--- src/strided_nd_index_odometer_assert.svh ---
// Assertion macros shared by the odometer modules.
`ifndef STRIDED_ND_INDEX_ODOMETER_ASSERT_SVH
`define STRIDED_ND_INDEX_ODOMETER_ASSERT_SVH

// Consequent must hold in the same cycle as the antecedent.
`define SNIO_ASSERT_NOW(label, clk, rstn, ante, cons, msg) \
    label: assert property (@(posedge clk) disable iff (!rstn) (ante) |-> (cons)) \
        else $error(msg);

// Consequent must hold in the cycle after the antecedent.
`define SNIO_ASSERT_NEXT(label, clk, rstn, ante, cons, msg) \
    label: assert property (@(posedge clk) disable iff (!rstn) (ante) |=> (cons)) \
        else $error(msg);

`endif

--- src/snio_pkg.sv ---
package snio_pkg;

    // Default sizing
    localparam int unsigned SNIO_MAX_DIMS   = 8;
    localparam int unsigned SNIO_INDEX_BITS = 32;

    // Fixed field widths
    localparam int unsigned CMD_W     = 2;
    localparam int unsigned DIM_IDX_W = 3;
    localparam int unsigned FIELD_W   = 32;
    localparam int unsigned RANK_W    = 4;
    localparam int unsigned OFFSET_W  = 64;

    // Packed stream widths (rounded up to whole bytes)
    localparam int unsigned S_TDATA_RAW = DIM_IDX_W + 5 * FIELD_W;
    localparam int unsigned S_TDATA_W   = ((S_TDATA_RAW + 7) / 8) * 8;
    localparam int unsigned M_TDATA_RAW = 2 * OFFSET_W + 2;
    localparam int unsigned M_TDATA_W   = ((M_TDATA_RAW + 7) / 8) * 8;

    // Command codes
    typedef logic [CMD_W-1:0] cmd_code_t;
    localparam cmd_code_t CMD_LOAD    = 2'd0;
    localparam cmd_code_t CMD_RESTART = 2'd1;
    localparam cmd_code_t CMD_STEP    = 2'd2;

    // Multiply sequence phases
    localparam int unsigned MUL_PH_W = 3;
    typedef logic [MUL_PH_W-1:0] mul_phase_t;
    localparam mul_phase_t MUL_PH_LO     = 3'd0;
    localparam mul_phase_t MUL_PH_X1     = 3'd1;
    localparam mul_phase_t MUL_PH_X2     = 3'd2;
    localparam mul_phase_t MUL_PH_SUM    = 3'd3;
    localparam mul_phase_t MUL_PH_COMMIT = 3'd4;

    // Multiply operand selection
    localparam logic MUL_DECL = 1'b0;
    localparam logic MUL_MEM  = 1'b1;

    // Controller to datapath commands
    typedef struct packed {
        logic       load_we;
        logic       restart;
        logic       step_start;
        logic       rd_en;
        logic       chk;
        logic       div_init;
        logic       div_step;
        logic       mul_en;
        mul_phase_t mul_phase;
        logic       mul_sel;
        logic       adv_apply;
        logic       out_load;
    } dp_cmd_t;

    // Datapath to controller status
    typedef struct packed {
        logic more;
        logic adv_hit;
        logic out_busy;
    } dp_sts_t;

endpackage

--- src/snio_ctrl.sv ---
`include "strided_nd_index_odometer_assert.svh"

module snio_ctrl #(
    parameter int unsigned MAX_DIMS   = snio_pkg::SNIO_MAX_DIMS,
    parameter int unsigned INDEX_BITS = snio_pkg::SNIO_INDEX_BITS,
    parameter int unsigned DIM_W      = (MAX_DIMS > 1) ? $clog2(MAX_DIMS) : 1
) (
    input  logic                         aclk,
    input  logic                         aresetn,
    input  logic                         s_tvalid,
    output logic                         s_tready,
    input  snio_pkg::cmd_code_t          s_command,
    input  logic                         cfg_valid,
    output logic                         cfg_ready,
    input  logic [snio_pkg::RANK_W-1:0]  cfg_data,
    output snio_pkg::dp_cmd_t            cmd,
    output logic [DIM_W-1:0]             dim_addr,
    input  snio_pkg::dp_sts_t            sts
);
    import snio_pkg::*;

    localparam int unsigned CNT_W = $clog2(MAX_DIMS + 1);
    localparam int unsigned CTR_W = $clog2(INDEX_BITS + 1);

    localparam logic [2:0] ST_IDLE = 3'd0;
    localparam logic [2:0] ST_RD   = 3'd1;
    localparam logic [2:0] ST_CHK  = 3'd2;
    localparam logic [2:0] ST_DIV  = 3'd3;
    localparam logic [2:0] ST_MUL  = 3'd4;
    localparam logic [2:0] ST_ARD  = 3'd5;
    localparam logic [2:0] ST_ACHK = 3'd6;
    localparam logic [2:0] ST_EMIT = 3'd7;

    logic [2:0]        state_reg, state_next;
    logic [CNT_W-1:0]  dim_reg, dim_next;
    logic [CTR_W-1:0]  cnt_reg, cnt_next;
    logic              sel_reg, sel_next;
    logic [RANK_W-1:0] rank_reg;
    logic [CNT_W-1:0]  n_dims;
    logic [CNT_W-1:0]  dim_inc;

    // Dimensions in use saturate at the table depth
    assign n_dims   = (int'(rank_reg) > int'(MAX_DIMS)) ? CNT_W'(MAX_DIMS) : CNT_W'(rank_reg);
    assign dim_inc  = dim_reg + CNT_W'(1);
    assign dim_addr = dim_reg[DIM_W-1:0];

    assign cfg_ready = (state_reg == ST_IDLE);

    // Rank register
    always_ff @(posedge aclk) begin
        if (!aresetn) begin
            rank_reg <= RANK_W'(1);
        end else if (cfg_valid && cfg_ready) begin
            rank_reg <= cfg_data;
        end
    end

    // Sequencer
    always_comb begin
        state_next = state_reg;
        dim_next   = dim_reg;
        cnt_next   = cnt_reg;
        sel_next   = sel_reg;
        cmd        = '0;
        cmd.mul_sel   = sel_reg;
        cmd.mul_phase = cnt_reg[MUL_PH_W-1:0];
        s_tready   = 1'b0;
        unique case (state_reg)
            ST_IDLE: begin
                s_tready = 1'b1;
                if (s_tvalid) begin
                    cmd.load_we = (s_command == CMD_LOAD);
                    cmd.restart = (s_command == CMD_RESTART);
                    if (s_command == CMD_STEP) begin
                        cmd.step_start = 1'b1;
                        dim_next       = '0;
                        state_next     = ST_RD;
                    end
                end
            end
            ST_RD: begin
                cmd.rd_en  = 1'b1;
                state_next = ST_CHK;
            end
            ST_CHK: begin
                cmd.chk = 1'b1;
                if (dim_reg < n_dims) begin
                    cmd.div_init = 1'b1;
                    cnt_next     = '0;
                    state_next   = ST_DIV;
                end else begin
                    state_next = ST_EMIT;
                end
            end
            ST_DIV: begin
                cmd.div_step = 1'b1;
                if (cnt_reg == CTR_W'(INDEX_BITS)) begin
                    cnt_next   = '0;
                    sel_next   = MUL_DECL;
                    state_next = ST_MUL;
                end else begin
                    cnt_next = cnt_reg + CTR_W'(1);
                end
            end
            ST_MUL: begin
                cmd.mul_en = 1'b1;
                if (cnt_reg == CTR_W'(MUL_PH_COMMIT)) begin
                    cnt_next = '0;
                    if (sel_reg == MUL_DECL) begin
                        sel_next = MUL_MEM;
                    end else if (dim_inc < n_dims) begin
                        dim_next   = dim_inc;
                        state_next = ST_RD;
                    end else if (sts.more) begin
                        dim_next   = n_dims - CNT_W'(1);
                        state_next = ST_ARD;
                    end else begin
                        state_next = ST_EMIT;
                    end
                end else begin
                    cnt_next = cnt_reg + CTR_W'(1);
                end
            end
            ST_ARD: begin
                cmd.rd_en  = 1'b1;
                state_next = ST_ACHK;
            end
            ST_ACHK: begin
                cmd.adv_apply = 1'b1;
                if (sts.adv_hit || dim_reg == '0) begin
                    state_next = ST_EMIT;
                end else begin
                    dim_next   = dim_reg - CNT_W'(1);
                    state_next = ST_ARD;
                end
            end
            ST_EMIT: begin
                if (!sts.out_busy) begin
                    cmd.out_load = 1'b1;
                    state_next   = ST_IDLE;
                end
            end
            default: begin
                state_next = ST_IDLE;
            end
        endcase
    end

    always_ff @(posedge aclk) begin
        if (!aresetn) begin
            state_reg <= ST_IDLE;
            dim_reg   <= '0;
            cnt_reg   <= '0;
            sel_reg   <= MUL_DECL;
        end else begin
            state_reg <= state_next;
            dim_reg   <= dim_next;
            cnt_reg   <= cnt_next;
            sel_reg   <= sel_next;
        end
    end

    `SNIO_ASSERT_NOW(a_div_in_rank, aclk, aresetn, state_reg == ST_DIV, dim_reg < n_dims, "division outside the dimensions in use")
    `SNIO_ASSERT_NOW(a_div_count, aclk, aresetn, state_reg == ST_DIV, cnt_reg <= CTR_W'(INDEX_BITS), "divider ran past its last bit")
    `SNIO_ASSERT_NEXT(a_apply_then, aclk, aresetn, state_reg == ST_ACHK, state_reg == ST_ARD || state_reg == ST_EMIT, "advance step went astray")

endmodule

--- config.mk ---
export PLATFORM = sky130hd
export DESIGN_NAME = snio_ctrl
export DESIGN_NICKNAME = d
export VERILOG_FILES = /design/src/snio_pkg.sv /design/src/snio_ctrl.sv
export VERILOG_INCLUDE_DIRS = /design/src /design/src/src
export SDC_FILE = /design/constraint.sdc
export NUM_CORES = 1
export LEC_CHECK = 0
export ABC_AREA = 0
export BUFFER_PORTS_ARGS = -buffer_cell sky130_fd_sc_hd__buf_4
export CORE_MARGIN = 4
export CORE_UTILIZATION = 50
export CTS_CLUSTER_DIAMETER = 40
export DETAILED_ROUTE_END_ITERATION = 16
export HOLD_SLACK_MARGIN = 0.03
export PLACE_DENSITY = 0.74
export SYNTH_ARGS = -nofsm -noshare
export SYNTH_HDL_FRONTEND = slang
export SYNTH_SLANG_ARGS = --single-unit
export TNS_END_PERCENT = 20
--- constraint.sdc ---
create_clock -name aclk -period 3.1 [get_ports aclk]
set_input_delay 0.31 -clock aclk [delete_from_list [all_inputs] [get_ports aclk]]
set_output_delay 0.31 -clock aclk [all_outputs]
set_load 0.01 [all_outputs]
# Yosys cells after proc, flatten, opt, wreduce, memory -nomap -nowiden
# Index checks and enable logic that the tools add are counted.
# word_totals
register_bits	18
output_inout_bits	19
wordCells	84
# op_classes
add_sub_neg	4
order_cmp	3
n_eq_ne	20
mux	39
n_reduce_logical	13
# op_table
operator	n
$mux 4	8
$mux 3	10
$pmux 3 s8	1
$mux 6	3
$pmux 6 s3	1
$ne 2x2->1 const B	7
$eq 3x3->1 const B	4
$pmux 4 s3	1
$mux 1	11
$lt 4x4->1	2
$sub 4x1->4 const B	2
$reduce_and 7->1	1
$add 6x1->6 const B	1
$eq 3x2->1 const B	2
$eq 6x3->1 const B	1
$eq 6x6->1 const B	1
$mux 2	3
$reduce_and 6->1	1
$reduce_bool 3->1	2
$add 4x1->4 const B	1
$gt 4x4->1 const B	1
$logic_not 4->1	1
$eq 3x1->1 const B	1
$logic_not 3->1	1
12 further kinds	12

# Depth between registers and ports, before layout
# depth
word_depth	8
depth_mapped	8

# Worst setup path before layout
# OpenSTA, ideal clock, no wires.
# synth_path
path_type	reg2reg
startpoint	register dim_reg[0]
endpoint	register dim_reg[2]
setup_time_ns	0.117
t_arrival_ns	2.229
t_required_ns	2.983
path_slack_ns	0.753
path_stages_with_launch	9
n_path_buf	0
synth_period_minus_slack_ns	2.347
path_cell_list	dfxtp_1 inv_1 ha_1 ha_1 o211ai_1 o21ai_4 o2111ai_1 o211ai_1 a32o_1
# synth_between
elab_chain_cells	6
# synth_rtl
element	line	rtl
from (decl)	snio_ctrl.sv:35	logic [CNT_W-1:0] dim_reg, dim_next;
from (signal assigned)	snio_ctrl.sv:157	dim_reg <= dim_next;
$add 4x1->4	snio_ctrl.sv:44	assign dim_inc = dim_reg + CNT_W'(1);
$lt 4x4->1	snio_ctrl.sv:111	end else if (dim_inc < n_dims) begin
$mux 4	snio_ctrl.sv:111	
$mux 4	snio_ctrl.sv:109	if (sel_reg == MUL_DECL) begin
$mux 4	snio_ctrl.sv:107	if (cnt_reg == CTR_W'(MUL_PH_COMMIT)) begin
$pmux 4 s3	snio_ctrl.sv:68	unique case (state_reg)
# Several ways; a longest one is shown, not always the timed one. The select of a mux whose other input is x is not followed.
# A chain may end at the register's enable or synchronous reset.

# Final worst setup path
# Ends and elaborated chain as after synthesis.

==> qor.log <==
INFO  grt            grt_pass1_wl=6120µm
INFO  floorplanning  floorplan.initialDensity=0.530
INFO  yosys          yosys-top-cells-count=sky130_fd_sc_hd__dfxtp_1 (18), sky130_fd_sc_hd__nand2_1 (17), sky130_fd_sc_hd__inv_1 (16)
INFO  clock_tree     worstSkewPairLatency=0.29ns
INFO  worst_setup_path reg2reg_slack=0.50ns
INFO  yosys          total_of_flip_flops_plus_latches_after_synthesis=18
INFO  worst_setup_path timing.critical_path.fanout_max=7
INFO  yosys          seq_area_frac_synth=0.242
INFO  clock_tree     htreeDepth=1
INFO  sta            final-max-slew-violation-count=0
INFO  worst_setup_path crit_path_cell_chain=inv_1, ha_1, ha_1, o211ai_1, o21ai_4, o2111ai_1, o211ai_1, a32o_1
INFO  yosys          ys_dominant_reg_cell=sky130_fd_sc_hd__dfxtp_1
INFO  placed_design  dp_hpwl=2800µm
INFO  cells_and_area diodes=0
INFO  route          wl_per_cell=14.9µm
INFO  floorplanning  top_level_ports=32
INFO  grt            total_grt_usage=0.184
INFO  worst_setup_path endpoint_kind=register
INFO  cells_and_area layout_area_growth_over_synthesis=14.4%
INFO  placed_design  io_buffers=31
INFO  yosys          synth.top_cell.area_share=0.242
INFO  route          number_of_remaining_drc_errors=0
INFO  grt            grt_overflow=0
INFO  clock_tree     cts-root-to-sink-buffers=2
INFO  floorplanning  coreArea=2810µm²
INFO  route          drt_iter0_markers=114
INFO  sta            final_hold_viol_count=0
INFO  clock_tree     clock_tree_from_tritoncts=done
INFO  cells_and_area drive_gt1_frac=0.202
INFO  floorplanning  fp.dieH=62.5µm
INFO  power          pwr-share-comb=0.396
INFO  yosys          netlist_area=1490µm²
INFO  yosys          synth_cells=187
INFO  clock_tree     cts.repair.resized=0
INFO  power          switching_share=0.370
INFO  cells_and_area layout.nets=233
INFO  hold_path      min_path_type=in2reg
INFO  clock_tree     clkTransAtPathRegs=0.11ns
INFO  yosys          synth-warning-count=0
INFO  clock_tree     total_cts_buffers=3
INFO  cells_and_area final-instance-count-excl-fill=239
INFO  clock_tree     clock-root-buffer=sky130_fd_sc_hd__clkbuf_4
INFO  route          remaining_number_of_nets_flagged_by_the_antenna_check_after_routing=0
INFO  clock_tree     hold_buffers=0
INFO  yosys          synth.net_count=211
INFO  placed_design  replace_congestion=0.887
INFO  grt            grt_start_max_net_pins=16
INFO  worst_setup_path cp_slowest_cell=sky130_fd_sc_hd__dfxtp_1
INFO  yosys          synth_cell_types=51
INFO  yosys          count_of_flip_flops_with_a_built_in_enable_after_synthesis=0
INFO  placed_design  pre_cts_slack=0.503ns
INFO  sta            final.period_utilization=0.838
INFO  power          clock_power_share=0.211
INFO  power          internal_power=0.441mW
INFO  route          via_to_cell_ratio=6.18
INFO  yosys          yosys-top-cells-area=sky130_fd_sc_hd__dfxtp_1 (24%), sky130_fd_sc_hd__ha_1 (9.3%), sky130_fd_sc_hd__buf_4 (5.1%)
INFO  worst_setup_path crit_buf_inv=1
INFO  sta            timing.slew.headroom=0.497
INFO  yosys          synth-async-reset-ratio=0
INFO  clock_tree     clkSinkCount=18
INFO  route          totalWireLength=3570µm
INFO  cells_and_area largest_register_ff_count=6
INFO  power          cellLeakagePower=0.735nW
INFO  floorplanning  dieWidth=62.5µm
INFO  run            drv.max_cap_violation_count=0
INFO  worst_setup_path setup.worst_path.class=reg2reg
INFO  sta            hold_ws=0.243ns
INFO  power          peakVddDrop=0.000213V
INFO  cells_and_area filler_cell_count=262
INFO  sta            setup_ws=0.502ns
INFO  sta            setup_viol=0
INFO  floorplanning  floorplan.die_area=3910µm²
INFO  route          pre_antenna_drt_iters=5
INFO  floorplanning  num_rows=19
INFO  worst_setup_path critPathTopFamily=compound AO/OA/AOI/OAI gates
INFO  grt            antenna_found_initial=0
INFO  worst_setup_path worst_setup_path_start_kind=register
INFO  yosys          synth.most_common_cell=sky130_fd_sc_hd__dfxtp_1
INFO  power          share_seq_of_total_power=0.393
INFO  worst_setup_path cp_data_required_time=3.30ns
INFO  power          fin_total_pwr=0.701mW
INFO  status         outcome=finished clean
INFO  sta            totalNegativeSetupSlack=0ns
INFO  worst_setup_path worst-endpoint-arrival=2.79ns
INFO  sta            fmax=385MHz
INFO  sta            finClkSkew=0.000633ns
INFO  grt            first_global_vias=1376
INFO  sta            min_period=2.60ns
INFO  sta            rsz0062_at_grt=false
INFO  clock_tree     cts.repair_timing.setup_buffer_count=0
INFO  route          vias=1476
INFO  power          pwr_density_cell=412nW/µm²
INFO  sta            max_slew.worst_pin.slew=0.748ns
INFO  worst_setup_path worst_path_largest_cell_delay=0.45ns
INFO  power          netSwitchingPower=0.259mW
INFO  yosys          synth_area_leader_cell=sky130_fd_sc_hd__dfxtp_1
INFO  placed_design  post-place-cells=235
INFO  yosys          syn_area_per_cell=7.95µm²
==> area by class of cell <==
class,instances,area (µm²),share of cell area
clock buffer,4,36.3,0.0213
inverter,16,60.1,0.0353
multi-input combinational,139,972,0.572
sequential,18,360,0.212
tap,31,38.8,0.0228
timing repair buffer,31,233,0.137
==> metal layers <==
layer	wire length (µm)	up-vias	track usage
met4	61	0	0.0716
met3	237	8	0.0360
met2	1620	55	0.286
met1	1650	690	0.249
met5	0	-	0
li1	-	723	-
==> power groups by stage <==
stage	sequential (mW)	clock, mW	combinational, mW
6_report	0.276	0.148	0.278
5_1_grt	0.279	0.169	0.306
4_1_cts	0.275	0.153	0.278
3_5_place_dp	0.280	0	0.277
3_3_place_gp	0.280	0	0.271
2_1_floorplan	0.262	0	0.213
==> cell usage in the layout, fill, tap and decap left out, types with 3 or more instances in the layout <==
cell type                   n
sky130_fd_sc_hd__buf_4     31
sky130_fd_sc_hd__dfxtp_1   18
sky130_fd_sc_hd__nand2_1   17
sky130_fd_sc_hd__inv_1     16
sky130_fd_sc_hd__a21oi_1   13
sky130_fd_sc_hd__nand3_1   12
sky130_fd_sc_hd__ha_1      11
sky130_fd_sc_hd__nor2_1    10
sky130_fd_sc_hd__a311oi_1   6
sky130_fd_sc_hd__nand2b_1   5
sky130_fd_sc_hd__nor3b_1    5
sky130_fd_sc_hd__or3_1      4
sky130_fd_sc_hd__o21ai_0    4
sky130_fd_sc_hd__mux2i_1    4
sky130_fd_sc_hd__nor3_1     3
sky130_fd_sc_hd__o211ai_1   3
sky130_fd_sc_hd__clkbuf_4   3
==> worst paths after layout <==
check	start	cells past startpoint	endpoint
max	dim_reg[0]	8	dim_reg[2]
min	aresetn	2	rank_reg[0]
max reg2reg	dim_reg[0]	8	dim_reg[2]
min reg2reg	rank_reg[1]	2	rank_reg[1]
==> cells by family after synthesis <==
kind of cell | after synthesis | share of synthesized area
AO/OA/AOI/OAI | 47 | 0.237
buffers and inverters | 30 | 0.104
flip-flops | 18 | 0.242
AND/OR/NAND/NOR | 73 | 0.274
multiplexers | 4 | 0.0269
XOR/XNOR | 4 | 0.0236
adder cells (fa/ha/maj) | 11 | 0.0926
==> stage by stage <==
step | util | cell area (µm²)
CTS | 0.606 | 1700
global route | 0.606 | 1700
floorplan | - | 1490
finish | 0.606 | 1700
global placement | 0.593 | 1660
detailed placement | 0.593 | 1660
==> worst register-to-register path, cell delays in order, from the launching register on <==
cell	delay (ns)
sky130_fd_sc_hd__dfxtp_1	0.45
sky130_fd_sc_hd__inv_1	0.11
sky130_fd_sc_hd__ha_1	0.34
sky130_fd_sc_hd__ha_1	0.30
sky130_fd_sc_hd__o211ai_1	0.32
sky130_fd_sc_hd__o21ai_4	0.14
sky130_fd_sc_hd__o2111ai_1	0.41
sky130_fd_sc_hd__o211ai_1	0.16
sky130_fd_sc_hd__a32o_1	0.28
Power figures use the tool's default switching activity.
